===== config.mk =====
export PLATFORM = sky130hd
export DESIGN_NAME = fletcher64_word_checksum_flat
export DESIGN_NICKNAME = d
export VERILOG_FILES = /design/src/hdl/fl64_pkg.sv /design/src/hdl/fl64_if.sv /design/src/hdl/fletcher64_word_checksum.sv /design/src/hdl/fl64_core.sv /design/src/flat_wrapper.sv
export SDC_FILE = /design/constraint.sdc
export NUM_CORES = 1
export LEC_CHECK = 0
export BUFFER_PORTS_ARGS = -buffer_cell sky130_fd_sc_hd__buf_4
export CELL_PAD_IN_SITES_DETAIL_PLACEMENT = 0
export CELL_PAD_IN_SITES_GLOBAL_PLACEMENT = 1
export CORE_MARGIN = 2
export CORE_UTILIZATION = 44
export CTS_CLUSTER_SIZE = 28
export DETAILED_ROUTE_END_ITERATION = 16
export PLACE_DENSITY = 0.79
export RECOVER_POWER = 50
export SETUP_SLACK_MARGIN = 0.5
export SLEW_MARGIN = 40
export SYNTH_ARGS = -nofsm -noshare
export SYNTH_HDL_FRONTEND = slang
export SYNTH_HIERARCHICAL = 1
export SYNTH_SLANG_ARGS = --single-unit

===== constraint.sdc =====
create_clock -name clk_i -period 5.6 [get_ports clk_i]
set_input_delay 1.12 -clock clk_i [delete_from_list [all_inputs] [get_ports clk_i]]
set_output_delay 1.12 -clock clk_i [all_outputs]
set_load 0.005 [all_outputs]

===== src/hdl/fl64_pkg.sv =====
// Shared types and constants for the Fletcher-64 word checksum block.
package fl64_pkg;

  localparam int unsigned MaxWords = 65536;
  localparam int unsigned PosW     = $clog2(MaxWords);
  localparam int unsigned IdxW     = 16;
  localparam int unsigned WordW    = 32;
  localparam int unsigned CsumW    = 2 * WordW;
  localparam int unsigned CfgDataW = IdxW;
  localparam int unsigned CfgAddrW = 1;

  typedef enum logic [CfgAddrW-1:0] {
    CFG_CHECKSUM_INDEX = 1'b0,
    CFG_INSERT_MODE    = 1'b1
  } cfg_reg_e;

  typedef struct packed {
    logic [IdxW-1:0] checksum_index;
    logic            insert_mode;
  } cfg_t;

  typedef struct packed {
    logic [CsumW-1:0] checksum_value;
    logic             match;
  } res_t;

endpackage


===== src/hdl/fl64_if.sv =====
// Handshake channels for input words and checksum results.
interface fl64_word_if;
  logic                          valid;
  logic                          ready;
  logic [fl64_pkg::WordW-1:0]    data_word;
  logic                          last_word;

  modport source (output valid, output data_word, output last_word, input ready);
  modport sink   (input valid, input data_word, input last_word, output ready);
endinterface

interface fl64_csum_if;
  logic                          valid;
  logic                          ready;
  logic [fl64_pkg::CsumW-1:0]    checksum_value;
  logic                          match;

  modport source (output valid, output checksum_value, output match, input ready);
  modport sink   (input valid, input checksum_value, input match, output ready);
endinterface


===== src/hdl/fletcher64_word_checksum.sv =====
// Top level of the Fletcher-64 word checksum with result output and skid stage.
//
//  channel   dir  fields                         accepted when
//  word_i    in   data_word[31:0], last_word     valid & ready
//  csum_o    out  checksum_value[63:0], match    valid & ready
//  cfg_*     in   cfg_index_i, cfg_wdata_i[15:0] cfg_we_i
//
// One word per cycle while ready is high; the sums update in the cycle a word is accepted.
// A result is registered into the output register, or the skid entry if the output is held.
// Output register plus one skid entry: words keep flowing while a result waits;
// ready drops only when both result slots are full.
// Asynchronous active-low reset clears sums, position, config registers and valids.
module fletcher64_word_checksum (
  input  logic                          clk_i,
  input  logic                          rst_ni,
  fl64_word_if.sink                     word_i,
  fl64_csum_if.source                   csum_o,
  input  logic                          cfg_we_i,
  input  logic [fl64_pkg::CfgAddrW-1:0] cfg_index_i,
  input  logic [fl64_pkg::CfgDataW-1:0] cfg_wdata_i
);

  fl64_pkg::cfg_t cfg_q, cfg_d;
  fl64_pkg::res_t res, out_q, out_d, skid_q, skid_d;
  logic           res_valid;
  logic           out_valid_q, out_valid_d, skid_valid_q, skid_valid_d;
  logic           acc, out_pop;

  assign word_i.ready = !skid_valid_q;
  assign acc          = word_i.valid & word_i.ready;

  always_comb begin
    cfg_d = cfg_q;
    if (cfg_we_i) begin
      unique case (fl64_pkg::cfg_reg_e'(cfg_index_i))
        fl64_pkg::CFG_CHECKSUM_INDEX: cfg_d.checksum_index = cfg_wdata_i;
        fl64_pkg::CFG_INSERT_MODE:    cfg_d.insert_mode    = cfg_wdata_i[0];
        default:                      cfg_d = cfg_q;
      endcase
    end
  end

  fl64_core u_core (
    .clk_i       (clk_i),
    .rst_ni      (rst_ni),
    .acc_i       (acc),
    .word_i      (word_i.data_word),
    .last_i      (word_i.last_word),
    .cfg_i       (cfg_q),
    .res_valid_o (res_valid),
    .res_o       (res)
  );

  assign out_pop = out_valid_q & csum_o.ready;

  always_comb begin
    out_d        = out_q;
    skid_d       = skid_q;
    out_valid_d  = out_valid_q;
    skid_valid_d = skid_valid_q;
    if (skid_valid_q && out_pop) begin
      out_d        = skid_q;
      skid_valid_d = 1'b0;
    end else if (res_valid) begin
      if (!out_valid_q || out_pop) begin
        out_d       = res;
        out_valid_d = 1'b1;
      end else begin
        skid_d       = res;
        skid_valid_d = 1'b1;
      end
    end else if (out_pop) begin
      out_valid_d = 1'b0;
    end
  end

  always_ff @(posedge clk_i or negedge rst_ni) begin
    if (!rst_ni) begin
      cfg_q        <= '0;
      out_valid_q  <= 1'b0;
      skid_valid_q <= 1'b0;
    end else begin
      cfg_q        <= cfg_d;
      out_valid_q  <= out_valid_d;
      skid_valid_q <= skid_valid_d;
    end
  end

  always_ff @(posedge clk_i) begin
    out_q  <= out_d;
    skid_q <= skid_d;
  end

  assign csum_o.valid          = out_valid_q;
  assign csum_o.checksum_value = out_q.checksum_value;
  assign csum_o.match          = out_q.match;

  a_skid_needs_out : assert property (@(posedge clk_i) disable iff (!rst_ni)
    skid_valid_q |-> out_valid_q)
    else $error("skid entry held while output register empty");

  a_last_gives_result : assert property (@(posedge clk_i) disable iff (!rst_ni)
    acc && word_i.last_word |=> out_valid_q)
    else $error("last word did not produce a result");

  a_skid_drains_first : assert property (@(posedge clk_i) disable iff (!rst_ni)
    skid_valid_q && out_pop |=> out_valid_q && !skid_valid_q)
    else $error("skid entry not moved to output");

endmodule


===== src/hdl/fl64_core.sv =====
// Running sums, word position and stored checksum capture for one range.
module fl64_core (
  input  logic                       clk_i,
  input  logic                       rst_ni,
  input  logic                       acc_i,
  input  logic [fl64_pkg::WordW-1:0] word_i,
  input  logic                       last_i,
  input  fl64_pkg::cfg_t             cfg_i,
  output logic                       res_valid_o,
  output fl64_pkg::res_t             res_o
);

  localparam int unsigned CmpW =
    ((fl64_pkg::PosW > fl64_pkg::IdxW) ? fl64_pkg::PosW : fl64_pkg::IdxW) + 1;

  logic [fl64_pkg::WordW-1:0] low_q, low_d;
  logic [fl64_pkg::WordW-1:0] high_q, high_d;
  logic [fl64_pkg::PosW-1:0]  pos_q, pos_d;
  logic [fl64_pkg::CsumW-1:0] stored_q, stored_d;

  logic [fl64_pkg::WordW-1:0] low_nxt, high_nxt;
  logic [fl64_pkg::CsumW-1:0] stored_nxt, csum;
  logic [CmpW-1:0]            pos_ext, idx_ext;
  logic                       first_slot, second_slot;

  assign pos_ext     = CmpW'(pos_q);
  assign idx_ext     = CmpW'(cfg_i.checksum_index);
  assign first_slot  = (pos_ext == idx_ext);
  // compared one bit wider, so an index at the top never wraps onto position zero
  assign second_slot = (pos_ext == idx_ext + CmpW'(1));

  always_comb begin
    stored_nxt = stored_q;
    low_nxt    = low_q;
    if (first_slot) begin
      stored_nxt[fl64_pkg::WordW-1:0] = word_i;
    end else if (second_slot) begin
      stored_nxt[fl64_pkg::CsumW-1:fl64_pkg::WordW] = word_i;
    end else begin
      low_nxt = low_q + word_i;
    end
    high_nxt = high_q + low_nxt;
    csum     = {high_nxt, low_nxt};
  end

  assign res_valid_o          = acc_i & last_i;
  assign res_o.checksum_value = csum;
  assign res_o.match          = cfg_i.insert_mode | (stored_nxt == csum);

  always_comb begin
    low_d    = low_q;
    high_d   = high_q;
    pos_d    = pos_q;
    stored_d = stored_q;
    if (acc_i) begin
      if (last_i) begin
        low_d    = '0;
        high_d   = '0;
        pos_d    = '0;
        stored_d = '0;
      end else begin
        low_d    = low_nxt;
        high_d   = high_nxt;
        stored_d = stored_nxt;
        pos_d    = (pos_q == fl64_pkg::PosW'(fl64_pkg::MaxWords - 1)) ?
                   '0 : pos_q + fl64_pkg::PosW'(1);
      end
    end
  end

  always_ff @(posedge clk_i or negedge rst_ni) begin
    if (!rst_ni) begin
      low_q    <= '0;
      high_q   <= '0;
      pos_q    <= '0;
      stored_q <= '0;
    end else begin
      low_q    <= low_d;
      high_q   <= high_d;
      pos_q    <= pos_d;
      stored_q <= stored_d;
    end
  end

  a_clear_after_last : assert property (@(posedge clk_i) disable iff (!rst_ni)
    acc_i && last_i |=> pos_q == '0 && low_q == '0 && high_q == '0 && stored_q == '0)
    else $error("range state not cleared after last word");

  a_hold_when_idle : assert property (@(posedge clk_i) disable iff (!rst_ni)
    !acc_i |=> $stable(pos_q) && $stable(low_q) && $stable(high_q))
    else $error("sums moved without an accepted word");

  a_insert_match : assert property (@(posedge clk_i) disable iff (!rst_ni)
    res_valid_o && cfg_i.insert_mode |-> res_o.match)
    else $error("insert mode result without match");

endmodule


===== src/flat_wrapper.sv =====
// flat-port wrapper written by rule: the top's interface ports become plain ports
module fletcher64_word_checksum_flat 
  (clk_i, rst_ni, cfg_we_i, cfg_index_i, cfg_wdata_i, word_i_valid, word_i_data_word, word_i_last_word, word_i_ready, csum_o_valid, csum_o_checksum_value, csum_o_match, csum_o_ready);
  fl64_word_if word_i_i ();
  fl64_csum_if csum_o_i ();
  input  logic clk_i;
  input  logic rst_ni;
  input  logic cfg_we_i;
  input  logic [fl64_pkg::CfgAddrW-1:0] cfg_index_i;
  input  logic [fl64_pkg::CfgDataW-1:0] cfg_wdata_i;
  input wire logic [$bits(word_i_i.valid)-1:0] word_i_valid;
  input wire logic [$bits(word_i_i.data_word)-1:0] word_i_data_word;
  input wire logic [$bits(word_i_i.last_word)-1:0] word_i_last_word;
  output wire logic [$bits(word_i_i.ready)-1:0] word_i_ready;
  output wire logic [$bits(csum_o_i.valid)-1:0] csum_o_valid;
  output wire logic [$bits(csum_o_i.checksum_value)-1:0] csum_o_checksum_value;
  output wire logic [$bits(csum_o_i.match)-1:0] csum_o_match;
  input wire logic [$bits(csum_o_i.ready)-1:0] csum_o_ready;
  assign word_i_i.valid = word_i_valid;
  assign word_i_i.data_word = word_i_data_word;
  assign word_i_i.last_word = word_i_last_word;
  assign word_i_ready = word_i_i.ready;
  assign csum_o_valid = csum_o_i.valid;
  assign csum_o_checksum_value = csum_o_i.checksum_value;
  assign csum_o_match = csum_o_i.match;
  assign csum_o_i.ready = csum_o_ready;
  fletcher64_word_checksum u_core (.clk_i(clk_i), .rst_ni(rst_ni), .word_i(word_i_i), .csum_o(csum_o_i), .cfg_we_i(cfg_we_i), .cfg_index_i(cfg_index_i), .cfg_wdata_i(cfg_wdata_i));
endmodule

# == Yosys cells after proc, flatten, opt, wreduce, memory -nomap -nowiden ==
# Index checks and enable logic that the tools add are counted.
# word_totals
latch_bits,0
reg_bits,293
n_memories,0
output_inout_bits,67
ram_bits,0
mem_bits_ro,0
# classes
order_cmp,0
n_mux,19
addsub,4
n_bitwise,7
eq_ne,6
shifts,0
n_mul,0
n_div,0
n_reduce_logical,13
# op_table
op,n
32-bit two-way mux,7
65-bit two-way mux,3
32-bit adder,2
64-bit == test,1
64-bit two-way mux,1
16-bit two-way mux,2
"16-bit by 1-bit adder with 17-bit output, second input constant",1
16-bit by 17-bit == test with 1-bit output,1
"16-bit by 1-bit adder with 16-bit output, second input constant",1
16-bit == test,1
"16-bit == test, second input constant",1
2-bit AND reduction,4
1-bit two-way mux,6
3-bit AND reduction,2
2-bit nonzero test,3
1-bit AND,3
1-bit NOT,3
1-bit logical NOT,2
"2-bit by 1-bit != test with 1-bit output, second input constant",1
"2-bit != test, second input constant",1
1-bit logical AND,1
1-bit logical OR,1
1-bit bitwise OR,1

# == Logic depth before layout (Yosys ltp) ==
# Gate-level depths: netlist (run 1).
# logic_depth
depth_word,10
ltp_mapped,29

# == By module ==
# Netlist (run 1), hierarchy kept.
# modules_own_cells
mod,area_per_inst_um2,n_inst,cells_per_inst,seq_area_each_um2
fl64_core,12577.1,1,1465,3603.5
fletcher64_word_checksum,5641.7,1,253,4379.2

# == Worst setup path after synthesis (run 1) ==
# OpenSTA, ideal clock, no wires.
# synth_timing
path_type,input -> register
start,input word_i_data_word[0]
end,register u_core.out_q (netlist bit u_core/csum_o.match) (data pin)
slack_ns,-0.662
n_path_buf,0
path_stages,24
setup_time_ns,0.260
t_arrival_ns,6.002
cell_sequence,ha_1 > inv_1 > fa_1 > nand2b_1 > a21oi_1 > a31oi_1 > o41ai_1 > xor2_1 > nand3_1 > nand2_1 > ha_1 > a21o_1 > a21o_1 > a2111oi_0 > o31a_1 > a21oi_1 > o21a_1 > a211o_1 > a21oi_1 > xor2_1 > xor2_1 > mux2i_1 > o21bai_2 > mux2_2
# synth_rtl
item,line_no,rtl
"start, declared",flat_wrapper.sv:12,input wire logic [$bits(word_i_i.data_word)-1:0] word_i_data_word;
"end signal, assigned",fletcher64_word_checksum.sv:90,out_q <= out_d;
"end, declared",fletcher64_word_checksum.sv:24,"fl64_pkg::res_t res, out_q, out_d, skid_q, skid_d;"

==> flow_summary.rst, run 1 <==
.. list-table::
   :header-rows: 1

   * - Metric
     - Value
   * - Hold Crit Class
     - reg -> reg
   * - Avg Cell Area, Syn
     - 10.6 sq um
   * - Dpl hpwl
     - 44.0 mm
   * - Overflow after GRT
     - 0
   * - Reg-to-Reg Start
     - u_core/cfg_q[2]
   * - DR WL/cell
     - 22.1 microns
   * - Initial cell density of the core
     - 44.6%
   * - Cell type with the largest total area after synthesis
     - dfrtp_1
   * - Synth Net Count
     - 1843
   * - Final ANT Viol Nets
     - 0
   * - Mapped cell area
     - 18200 sq um
   * - CTS HTree Levels
     - 2
   * - Critical path startpoint
     - u_core/cfg_q[2]
   * - Global Route Usage Sum
     - 28.3%
   * - Reg clk slew, reported paths
     - 0.06 ns
   * - Router iterations before antenna repair
     - 5
   * - Biggest area contributors in the synthesized netlist
     - dfrtp_1 22%, edfxtp_1 21%, ha_1 4.7%
   * - Crit path kind
     - reg -> reg
   * - Reg2reg path depth
     - 27
   * - Slew at the pin with the worst max-slew slack
     - 2.85 ns
   * - Most used routing layer
     - met2
   * - Cell leakage power
     - 11.2 nW
   * - Number of buffers created by CTS
     - 35
   * - Count of final hold-check violations
     - 0
   * - # DRC
     - 0
   * - Shortest period the worst path allows
     - 5.87 ns
   * - Non-filler cells, final
     - 2812
   * - Timing-limited maximum frequency
     - 0.170 GHz
   * - Crit Reg-Reg Endpoint
     - u_core/csum_o.match
   * - Proportion of synthesized chip area in sequential cells
     - 43.8%
   * - Final worst-path cycle share
     - 105%
   * - Remaining max-slew budget at the tightest pin
     - -90.0%
   * - Die outline width
     - 207 microns
   * - CORE AREA
     - 40800 sq um
   * - Met2 track demand over resource in global routing
     - 46.2%
   * - Hold WS
     - 0.499 ns
   * - Clock Sinks
     - 293
   * - Max-slew violations
     - 202
   * - Setup repair after global routing missed its margin
     - yes
   * - Violations in the final reports
     - capacitance limit, slew limit, setup timing
   * - Maximum fanout encountered on the critical timing path
     - 4
   * - Peak supply drop
     - 0.000393 V
   * - Total routed wirelength
     - 62.3 mm
   * - Number of synthesized flops with an enable pin
     - 130
   * - Core occupancy in the finished layout
     - 62.6%
   * - CTS tree
     - built
   * - Number of inserted filler cells in the final layout
     - 3369
   * - Vias in the first global route
     - 16600
   * - Yosys cell types
     - 87
   * - Result of the run
     - finished, violations left
   * - Clock insertion delay at the later pin of the skew report
     - 0.56 ns
   * - Req. time, crit path
     - 6.02 ns
   * - Maximum number of pins on one net before global-route repair
     - 75
   * - Number of vias in the routed layout
     - 16500
   * - Most frequent cells in the layout
     - 484 x buf_4, 161 x dfrtp_1, 130 x edfxtp_1
   * - Final setup fails
     - 3
   * - Area delta synth->final
     - 40.4%
   * - Final worst slack
     - -0.268 ns
   * - Yosys warnings
     - 6
   * - Weighted congestion reported at the end of routability-driven placement
     - 0.954
   * - Met1 capacity usage during global routing
     - 38.1%
   * - Worst hold start
     - u_core/u_core/high_q[22]
   * - Area fraction of the dominant cell type after synthesis
     - 22.4%
   * - Vias per cell
     - 5.86
   * - Die height
     - 207 microns
   * - Gate count of the mapped netlist
     - 1718
   * - Count of port buffers added during placement
     - 121
   * - Final Skew
     - 0.0109 ns
   * - Global-route wire length before repair
     - 95.3 mm
   * - Initial antenna violation count
     - 1
   * - Critical path destination
     - u_core/csum_o.match
   * - Std cell rows
     - 74
   * - Sort of element at the end of the critical path
     - flop
   * - Share of layout cells above drive strength 1
     - 40.8%
   * - Crit path arrival time
     - 6.29 ns
   * - Initial DRC count
     - 1189
   * - Number of top-level pins
     - 122
   * - Total Die Area
     - 43100 sq um
   * - Most used DFF post-synth
     - dfrtp_1
   * - Antenna diodes
     - 0
   * - Proportion of synthesized flip-flops having asynchronous set or reset
     - 55.6%
   * - Category of the worst setup path launch point
     - flop
   * - Buffer type at the clock tree root
     - clkbuf_16
   * - Total chip power
     - 0.0200 W
   * - Worst-case clock buffer depth
     - 3
   * - Post-placement cell count
     - 2693
   * - Total power divided by cell area
     - 781 nW/um^2
   * - Flops & latches, synth
     - 293
   * - Number of nets in the layout
     - 2378
   * - Commonest non-fill, non-tap cell in the layout
     - buf_4
   * - Grt met3 use
     - 3.92%
   * - Number of max-capacitance violations reported
     - 5
   * - Register-to-Register Setup Slack
     - -0.27 ns
-- synthesized netlist by cell type, types with 55 or more instances --
cell         n
nor2_1      69
a22oi_1     60
a21oi_1     88
nand2_1    113
dfrtp_1    163
inv_1       56
xnor2_1     60
o2bb2ai_1   75
o21ai_0     84
clkbuf_1    64
xor2_1      55
ha_1        68
edfxtp_1   130
-- cells by family (layout without fill, tap and decap cells) --
group                      Yosys count  in the layout  synth area share (%)
and+or+nand+nor                    423            423                  12.1
adders and majority gates           70             70                  4.89
DFF                                293            293                  43.8
muxes                              137            137                  9.13
AOI/OAI and AO/OA                  526            526                  20.6
buffers and inverters              153            715                  3.83
xor gates and xnor gates           116            116                  5.65
-- how the worst min path moves through the flow --
stage / end / slack [ns] / cells after the start
2_1_floorplan: u_core/u_core/stored_q[12] / 0.46 / 1
4_1_cts: u_core/u_core/stored_q[29] / 0.49 / 1
3_3_place_gp: u_core/u_core/stored_q[14] / 0.47 / 1
6_report: u_core/u_core/high_q[22] / 0.50 / 1
5_1_grt: u_core/u_core/stored_q[3] / 0.50 / 1
3_5_place_dp: u_core/u_core/stored_q[29] / 0.47 / 1
-- state kept, by name, indices dropped and copies added (netlist names) --
name and count:
u_core/u_core/stored_q 64, u_core/csum_o.match 1, u_core/csum_o.valid 1, u_core/u_core/low_q 32, u_core/cfg_q 17, u_core/u_core/high_q 32, u_core/skid_q 65, u_core/csum_o.checksum_value 64
u_core/skid_valid_q 1, u_core/u_core/pos_q 16
-- metrics by stage --
stage / TNS [ns] / instance area (sq um) / setup slack [ns]
final: -0.579 / 25600 / -0.268
after global routing: -1.43 / 25600 / -0.483
after CTS: -0.456 / 25000 / -0.241
after detailed placement: -7.46 / 22700 / -1.23
after global placement: -7.24 / 22700 / -1.41
after floorplan: -0.151 / 18500 / -0.151
-- critical path, stage by stage (launching register included) --
cell,delay (ns)
dfrtp_2,0.42
buf_6,0.11
and2_4,0.14
nand3_4,0.07
or4_4,0.53
a221oi_4,0.32
and4_4,0.35
buf_6,0.13
nor2_4,0.06
o21ai_4,0.16
ha_4,0.16
inv_2,0.04
fa_2,0.38
nor2b_4,0.14
o2111a_2,0.29
buf_6,0.13
nor2_1,0.06
xor2_1,0.41
buf_4,0.22
nor2_1,0.04
mux2_2,0.30
a211oi_1,0.17
nand4_1,0.18
nor4_4,0.17
and4_4,0.26
nand4_1,0.14
o21bai_2,0.17
mux2_4,0.16
-- what timing repair did --
| action | CTS | global route |
|---|---|---|
| resized for setup | 164 | 108 |
| gates cloned | 1 | 0 |
| hold buffers | 0 | 0 |
| buffers inserted | 35 | 18 |
| setup endpoints to repair | 57 | 25 |
| pin swaps | 67 | 48 |
-- report_power, final --
part           internal, W  total [W]  switching [W]
sequential         0.00345    0.00397       0.000516
combinational      0.00701     0.0137        0.00667
clock              0.00138    0.00232       0.000944
total               0.0118     0.0200        0.00813
-- final cells by class --
cell class | instances | area [sq um] | area share [%]
Clock buffer | 47 | 942 | 3.68
Clock inverter | 17 | 204 | 0.797
Inverter | 57 | 219 | 0.856
Multi-Input combinational cell | 1272 | 10900 | 42.7
Sequential cell | 293 | 7990 | 31.2
Tap cell | 532 | 666 | 2.60
Timing Repair Buffer | 594 | 4640 | 18.2
-- metal layers --
metal / part of all wire (%) / routed length (microns) / up-vias
li1: - / - / 7638
met1: 43 / 27000 / 8157
met2: 48 / 29600 / 561
met3: 5.6 / 3460 / 114
met4: 3.4 / 2130 / 2
met5: 0.021 / 13 / -
No activity file was read; power rests on OpenSTA's default activity.
==> run 2: changes to the inputs <==
--- a/config.mk
+++ b/config.mk
@@ -10,8 +10,8 @@
 export CELL_PAD_IN_SITES_GLOBAL_PLACEMENT = 1
 export CORE_MARGIN = 2
 export CORE_UTILIZATION = 44
-export CTS_CLUSTER_SIZE = 28
 export DETAILED_ROUTE_END_ITERATION = 16
+export MAX_ROUTING_LAYER = met4
 export PLACE_DENSITY = 0.79
 export RECOVER_POWER = 50
 export SETUP_SLACK_MARGIN = 0.5
==> run 2 against run 1 <==
Compared with the run above:
- the run still ends with capacitance limit, slew limit, setup timing left
- utilization barely moved
- via count grew 0.19%
- register-to-register slack worse by 0.06 ns
- die area stayed put
- clock power about the same
- hold slack worse by 0.010 ns
- first-iteration DRC count is 0.34% higher
- total power down 0.67%
- wire length rose by 0.55%
- clock-buffer cell count grew 8
- critical path depth fell by 2
- sequential cell count unchanged
- critical endpoint unchanged
- largest power group unchanged
==> flow_summary.rst, run 2 (synthesis results as in run 1) <==
.. list-table::
   :header-rows: 1

   * - Metric
     - Value
   * - Global Route Usage Sum
     - 29.1%
   * - Vias in the first global route
     - 16600
   * - Cell leakage power
     - 11.2 nW
   * - Logic gate share of total power
     - 68.5%
   * - Most repeated library cell on the critical path
     - nand4_1
   * - Number of nets in the layout
     - 2402
   * - Initial DRC count
     - 1193
   * - Crit path arrival time
     - 6.33 ns
   * - Initial cell density of the core
     - 44.6%
   * - Total Die Area
     - 43100 sq um
   * - Number of vias in the routed layout
     - 16500
   * - Int Pwr
     - 0.0118 W
   * - Result of the run
     - finished, violations left
   * - Worst-case clock buffer depth
     - 3
   * - Category of the worst setup path launch point
     - flop
   * - Aggregate negative setup slack
     - -0.710 ns
   * - Final Skew
     - 0.0313 ns
   * - DR WL/cell
     - 22.1 microns
   * - Family with the most delay on the worst path
     - simple AND/OR/NAND/NOR gates
   * - Die outline width
     - 207 microns
   * - Global-route wire length before repair
     - 95.2 mm
   * - Dpl hpwl
     - 44.4 mm
   * - Weighted congestion reported at the end of routability-driven placement
     - 0.973
   * - Highest cell delay on the worst timing path
     - 0.50 ns
   * - Register with the most flip-flops
     - u_core/skid_q
   * - # DRC
     - 0
   * - Peak supply drop
     - 0.000348 V
   * - Switching power
     - 0.00804 W
   * - Count of port buffers added during placement
     - 121
   * - Vias per cell
     - 5.82
   * - Commonest non-fill, non-tap cell in the layout
     - buf_4
   * - Die height
     - 207 microns
   * - Sort of element at the end of the critical path
     - flop
   * - Std cell rows
     - 74
   * - Setup repair after global routing missed its margin
     - yes
   * - Remaining max-slew budget at the tightest pin
     - -54.8%
   * - Final worst-path cycle share
     - 106%
   * - CORE AREA
     - 40800 sq um
   * - Share of layout cells above drive strength 1
     - 41.0%
   * - Reg clk slew, reported paths
     - 0.05 ns
   * - Number of flip-flops in the largest register
     - 65
   * - Hold Crit Class
     - reg -> reg
   * - Number of max-capacitance violations reported
     - 5
   * - Portion of total power attributed to the clock network
     - 11.6%
   * - Total power divided by cell area
     - 776 nW/um^2
   * - Maximum fanout encountered on the critical timing path
     - 7
   * - Area delta synth->final
     - 40.4%
   * - Maximum number of pins on one net before global-route repair
     - 96
   * - Most frequent cells in the layout
     - 509 x buf_4, 160 x dfrtp_1, 130 x edfxtp_1
   * - Timing-limited maximum frequency
     - 0.169 GHz
   * - Final setup fails
     - 3
   * - Violations in the final reports
     - capacitance limit, slew limit, setup timing
   * - Shortest period the worst path allows
     - 5.92 ns
   * - Switch share
     - 40.5%
   * - Proportion of power drawn by flip-flops and latches
     - 20.0%
   * - Clock Sinks
     - 293
   * - Total routed wirelength
     - 62.6 mm
   * - Router iterations before antenna repair
     - 6
   * - Count of final hold-check violations
     - 0
   * - Clock insertion delay at the later pin of the skew report
     - 0.56 ns
   * - Req. time, crit path
     - 6.00 ns
   * - Slowest-stage cell, CP
     - or4_4
   * - Sum of buffers and inverters on the critical path
     - 4
   * - Max-slew violations
     - 198
   * - CTS tree
     - built
   * - Initial antenna violation count
     - 1
   * - Slew at the pin with the worst max-slew slack
     - 2.32 ns
   * - Crit path kind
     - reg -> reg
   * - Buffer type at the clock tree root
     - clkbuf_16
   * - Number of top-level pins
     - 122
   * - Hold WS
     - 0.489 ns
   * - CTS HTree Levels
     - 2
   * - Final worst slack
     - -0.325 ns
   * - Overflow after GRT
     - 0
   * - Number of buffers created by CTS
     - 36
   * - Final ANT Viol Nets
     - 0
==> run 2: changes by cell type in the layout (fill, tap and decap cells not counted), moves of 4 or more <==
| cell | change |
|---|---|
| buf_4 | +25 |
| clkinv_1 | -4 |
| bufinv_16 | -4 |
| ha_4 | -5 |
| clkbuf_1 | -4 |
| inv_1 | +4 |
| clkbuf_8 | +7 |
==> run 2: path summary, 6_finish.rpt <==
check | to | slack (ns) | cells after the start | from
setup / recovery | u_core/csum_o.match | -0.32 | 25 | u_core/cfg_q[5]
hold / removal | u_core/u_core/stored_q[29] | 0.49 | 1 | u_core/u_core/stored_q[29]
setup reg to reg | u_core/csum_o.match | -0.32 | 25 | u_core/cfg_q[5]
hold reg to reg | u_core/u_core/stored_q[29] | 0.49 | 1 | u_core/u_core/stored_q[29]
max in group asynchronous | u_core/u_core/stored_q[41] | 1.24 | 3 | rst_ni
min in group asynchronous | u_core/cfg_q[14] | 1.05 | 1 | rst_ni
==> run 2: timing repair <==
action	4_1_cts	5_1_grt
resized for setup	132	99
cloned	0	1
pin swaps	50	35
hold buffers	0	0
setup endpoints to repair	40	26
setup buffers	30	35
==> run 2: power groups by stage <==
stage          sequential (W)  combinational [W]  clock (W)
3_3_place_gp          0.00393             0.0116          0
6_report              0.00396             0.0136    0.00229
2_1_floorplan         0.00388            0.00636          0
3_5_place_dp          0.00396             0.0118          0
5_1_grt               0.00404             0.0145    0.00243
4_1_cts               0.00395             0.0126    0.00235
==> run 2: final cells by class <==
class,instances,area [sq um]
fillers,3357,15300
multi-input cells,1272,10800
flip-flops and latches,293,7990
repair buffers,617,4780
clock buffers,55,1080
well taps,532,666
inverters,57,216
clock inverters,11,83.8
diodes,1,2.50
==> run 2: worst register-to-register path, stage by stage, from the launching register on <==
cell and delay (ns):
dfrtp_1 0.42, and3_4 0.22, nand3_2 0.08, or4_4 0.50, a221oi_4 0.32, nand4_1 0.30, buf_6 0.22, buf_12 0.13
and3_4 0.17, or2_4 0.28, ha_4 0.27, a211oi_2 0.22, o21ai_2 0.11, a21oi_1 0.17, buf_4 0.16, o211ai_1 0.17
a211oi_2 0.34, o211ai_1 0.18, a21oi_2 0.23, xnor2_1 0.17, nand4_1 0.15, nor4_2 0.32, buf_4 0.17, nand4_1 0.15
o21bai_2 0.16, mux2_2 0.16
==> run 2: metrics by stage <==
stage          setup WS (ns)  total power [W]  utilization, %  area [sq um]  std cells
6_report              -0.325           0.0198            62.6         25600       2838
5_1_grt               -0.558           0.0210            62.6         25600       2838
4_1_cts               -0.178           0.0189            60.8         24800       2800
3_5_place_dp           -1.14           0.0158            55.9         22800       2704
3_3_place_gp           -1.06           0.0156            55.9         22800       2704
2_1_floorplan         -0.151           0.0102               -         18500       1718
==> run 2: layer usage <==
metal | track usage [%] | share of wire (%)
met5 | - | 0
met4 | 8.82 | 3.0
met3 | 4.11 | 5.7
met2 | 47.3 | 48
met1 | 37.9 | 43
==> run 3: changes to the inputs <==
==> constraint.sdc (replaced) <==
create_clock -name clk_i -period 5.6 [get_ports clk_i]
set_input_delay 0.56 -clock clk_i [delete_from_list [all_inputs] [get_ports clk_i]]
set_output_delay 0.56 -clock clk_i [all_outputs]
set_load 0.005 [all_outputs]
==> run 3 against run 2 <==
Compared with the run above:
- the flow still finishes with violations (capacitance limit, slew limit, setup timing)
- via count grew 1.2%
- utilization shrank 0.13 points
- highest routed layer unchanged
- final area shrank 0.21%
- maximum frequency shrank 1.9%
- largest power group unchanged
- die area is the same
- sequential power is essentially flat
- wire length grew 2.8%
- final cell count shrank 0.67%
==> flow_summary.rst, run 3 (synthesis results as in run 1) <==
.. list-table::
   :header-rows: 1

   * - Metric
     - Value
   * - Global Route Usage Sum
     - 30.0%
   * - Hold Crit Class
     - in -> reg
   * - Most frequent cells in the layout
     - 475 x buf_4, 159 x dfrtp_1, 130 x edfxtp_1
   * - # DRC
     - 0
   * - CTS HTree Levels
     - 2
   * - Min-Delay Path Depth
     - 2
   * - Req. time, crit path
     - 6.01 ns
   * - Non-filler cells, final
     - 2819
   * - Total routed wirelength
     - 64.3 mm
   * - Initial antenna violation count
     - 1
   * - Area delta synth->final
     - 40.1%
   * - Vias in the first global route
     - 16600
   * - Total chip power
     - 0.0202 W
   * - Share of layout cells above drive strength 1
     - 40.1%
   * - Crit path arrival time
     - 6.45 ns
   * - Die outline width
     - 207 microns
   * - Peak supply drop
     - 0.000393 V
   * - Crit path kind
     - reg -> reg
   * - Worst-case clock buffer depth
     - 3
   * - Dpl hpwl
     - 45.3 mm
   * - Sort of element at the end of the critical path
     - flop
   * - Reg2reg path depth
     - 26
   * - Number of buffers created by CTS
     - 34
   * - Initial cell density of the core
     - 44.6%
   * - Violations in the final reports
     - capacitance limit, slew limit, setup timing
   * - Max-slew violations
     - 245
   * - DR WL/cell
     - 22.8 microns
   * - Worst min-delay path endpoint
     - u_core/skid_valid_q
   * - Core occupancy in the finished layout
     - 62.5%
   * - Worst hold start
     - csum_o_ready
   * - Final ANT Viol Nets
     - 0
   * - Weighted congestion reported at the end of routability-driven placement
     - 0.972
   * - Commonest non-fill, non-tap cell in the layout
     - buf_4
   * - Antenna diodes
     - 0
   * - Maximum fanout encountered on the critical timing path
     - 5
   * - Final Skew
     - 0.0262 ns
   * - Maximum number of pins on one net before global-route repair
     - 84
   * - Die height
     - 207 microns
   * - Clock Sinks
     - 293
   * - Number of max-capacitance violations reported
     - 6
   * - CORE AREA
     - 40800 sq um
   * - Timing-limited maximum frequency
     - 0.166 GHz
   * - Final worst slack
     - -0.442 ns
   * - Hold WS
     - 0.231 ns
   * - Initial DRC count
     - 1350
   * - Final worst-path cycle share
     - 108%
   * - Count of port buffers added during placement
     - 121
   * - Slew at the pin with the worst max-slew slack
     - 3.24 ns
   * - Total Die Area
     - 43100 sq um
   * - Aggregate negative setup slack
     - -2.00 ns
   * - Overflow after GRT
     - 0
   * - Crit Reg-Reg Endpoint
     - u_core/csum_o.match
   * - Result of the run
     - finished, violations left
   * - Register with the most flip-flops
     - u_core/skid_q
   * - Number of vias in the routed layout
     - 16700
   * - Number of top-level pins
     - 122
   * - Std cell rows
     - 74
   * - Reg clk slew, reported paths
     - 0.06 ns
   * - Post-placement cell count
     - 2680
   * - Number of flip-flops in the largest register
     - 65
   * - Count of final hold-check violations
     - 0
   * - Register-to-Register Setup Slack
     - -0.44 ns
   * - Number of inserted filler cells in the final layout
     - 3293
   * - Global-route wire length before repair
     - 97.8 mm
   * - Setup repair after global routing missed its margin
     - yes
   * - Category of the worst setup path launch point
     - flop
   * - Router iterations before antenna repair
     - 6
   * - Shortest period the worst path allows
     - 6.04 ns
   * - Cell leakage power
     - 11.2 nW
   * - Remaining max-slew budget at the tightest pin
     - -116%
   * - CTS tree
     - built
   * - Vias per cell
     - 5.92
   * - Number of nets in the layout
     - 2386
   * - Buffer type at the clock tree root
     - clkbuf_16
   * - Reg-to-Reg Start
     - u_core/cfg_q[2]
   * - Final setup fails
     - 8
   * - Total power divided by cell area
     - 792 nW/um^2
   * - Clock insertion delay at the later pin of the skew report
     - 0.56 ns
## run 3: changes by cell type in the layout (fill, tap and decap cells not counted), sizes merged
cell	delta
buf	-14
bufbuf	+1
bufinv	+2
clkbuf	-15
clkinv	+7
diode	-1
dlygate4sd3	+1
## run 3: final cells by class
type | instances | area (sq um) | share of cell area [%]
multi-input combinational | 1272 | 10800 | 42.2
sequential | 293 | 7990 | 31.3
timing repair buffer | 603 | 4800 | 18.8
clock buffer | 42 | 902 | 3.53
tap | 532 | 666 | 2.61
inverter | 57 | 219 | 0.858
clock inverter | 20 | 183 | 0.716
## run 3: how the worst max path moves through the flow
stage                                   start             endpoint  slack [ns]
after floorplan               u_core/cfg_q[6]  u_core/csum_o.match        0.11
after global placement    word_i_data_word[0]  u_core/csum_o.match       -0.99
after detailed placement  word_i_data_word[0]  u_core/csum_o.match       -0.99
after CTS                     u_core/cfg_q[2]  u_core/csum_o.match       -0.24
after global routing          u_core/cfg_q[2]  u_core/csum_o.match       -0.61
final                         u_core/cfg_q[2]  u_core/csum_o.match       -0.44
## run 3: critical path, cell delays in order, from the launching register on
cell      delay, ns
dfrtp_1        0.43
buf_6          0.15
and2_4         0.17
nand3_4        0.07
or4_4          0.50
a221oi_4       0.32
and4_4         0.33
buf_12         0.12
buf_4          0.10
nor3_2         0.04
or2_4          0.29
ha_4           0.24
nor2b_4        0.13
o2111a_2       0.33
buf_6          0.14
o21a_4         0.20
buf_4          0.13
o211ai_1       0.15
o211ai_1       0.21
inv_1          0.17
o22ai_1        0.13
or4_4          0.47
nor4_4         0.27
and4_4         0.26
nand4_1        0.17
o21bai_2       0.21
mux2_4         0.17
## run 3: power by group
part	total, W	switching (W)	internal [W]
Sequential	0.00398	0.000520	0.00346
Clock	0.00220	0.000948	0.00125
Combinational	0.0140	0.00674	0.00729
## run 3: per-stage QoR
stage	setup WS (ns)	cell area [sq um]
after floorplan	0.113	18400
after global placement	-0.993	22600
after detailed placement	-0.993	22600
after CTS	-0.235	24800
after global routing	-0.613	25500
final	-0.442	25500
## run 3: layer usage
layer / GRT usage [%] / vias up / share of wire [%]
met5: - / - / 0
met4: 9.21 / 0 / 3.1
met2: 47.9 / 618 / 47
met3: 3.54 / 117 / 5.8
met1: 40.1 / 8308 / 44
li1: - / 7657 / -
## run 3: what timing repair did
| item | in CTS | in global routing |
|---|---|---|
| setup endpoints to repair | 35 | 27 |
| endpoints found under the hold margin | 0 | 18 |
| setup buffers | 40 | 33 |
| resized for setup | 150 | 111 |
| cloned | 2 | 0 |
| hold buffers | 0 | 1 |
| pin swaps | 57 | 75 |
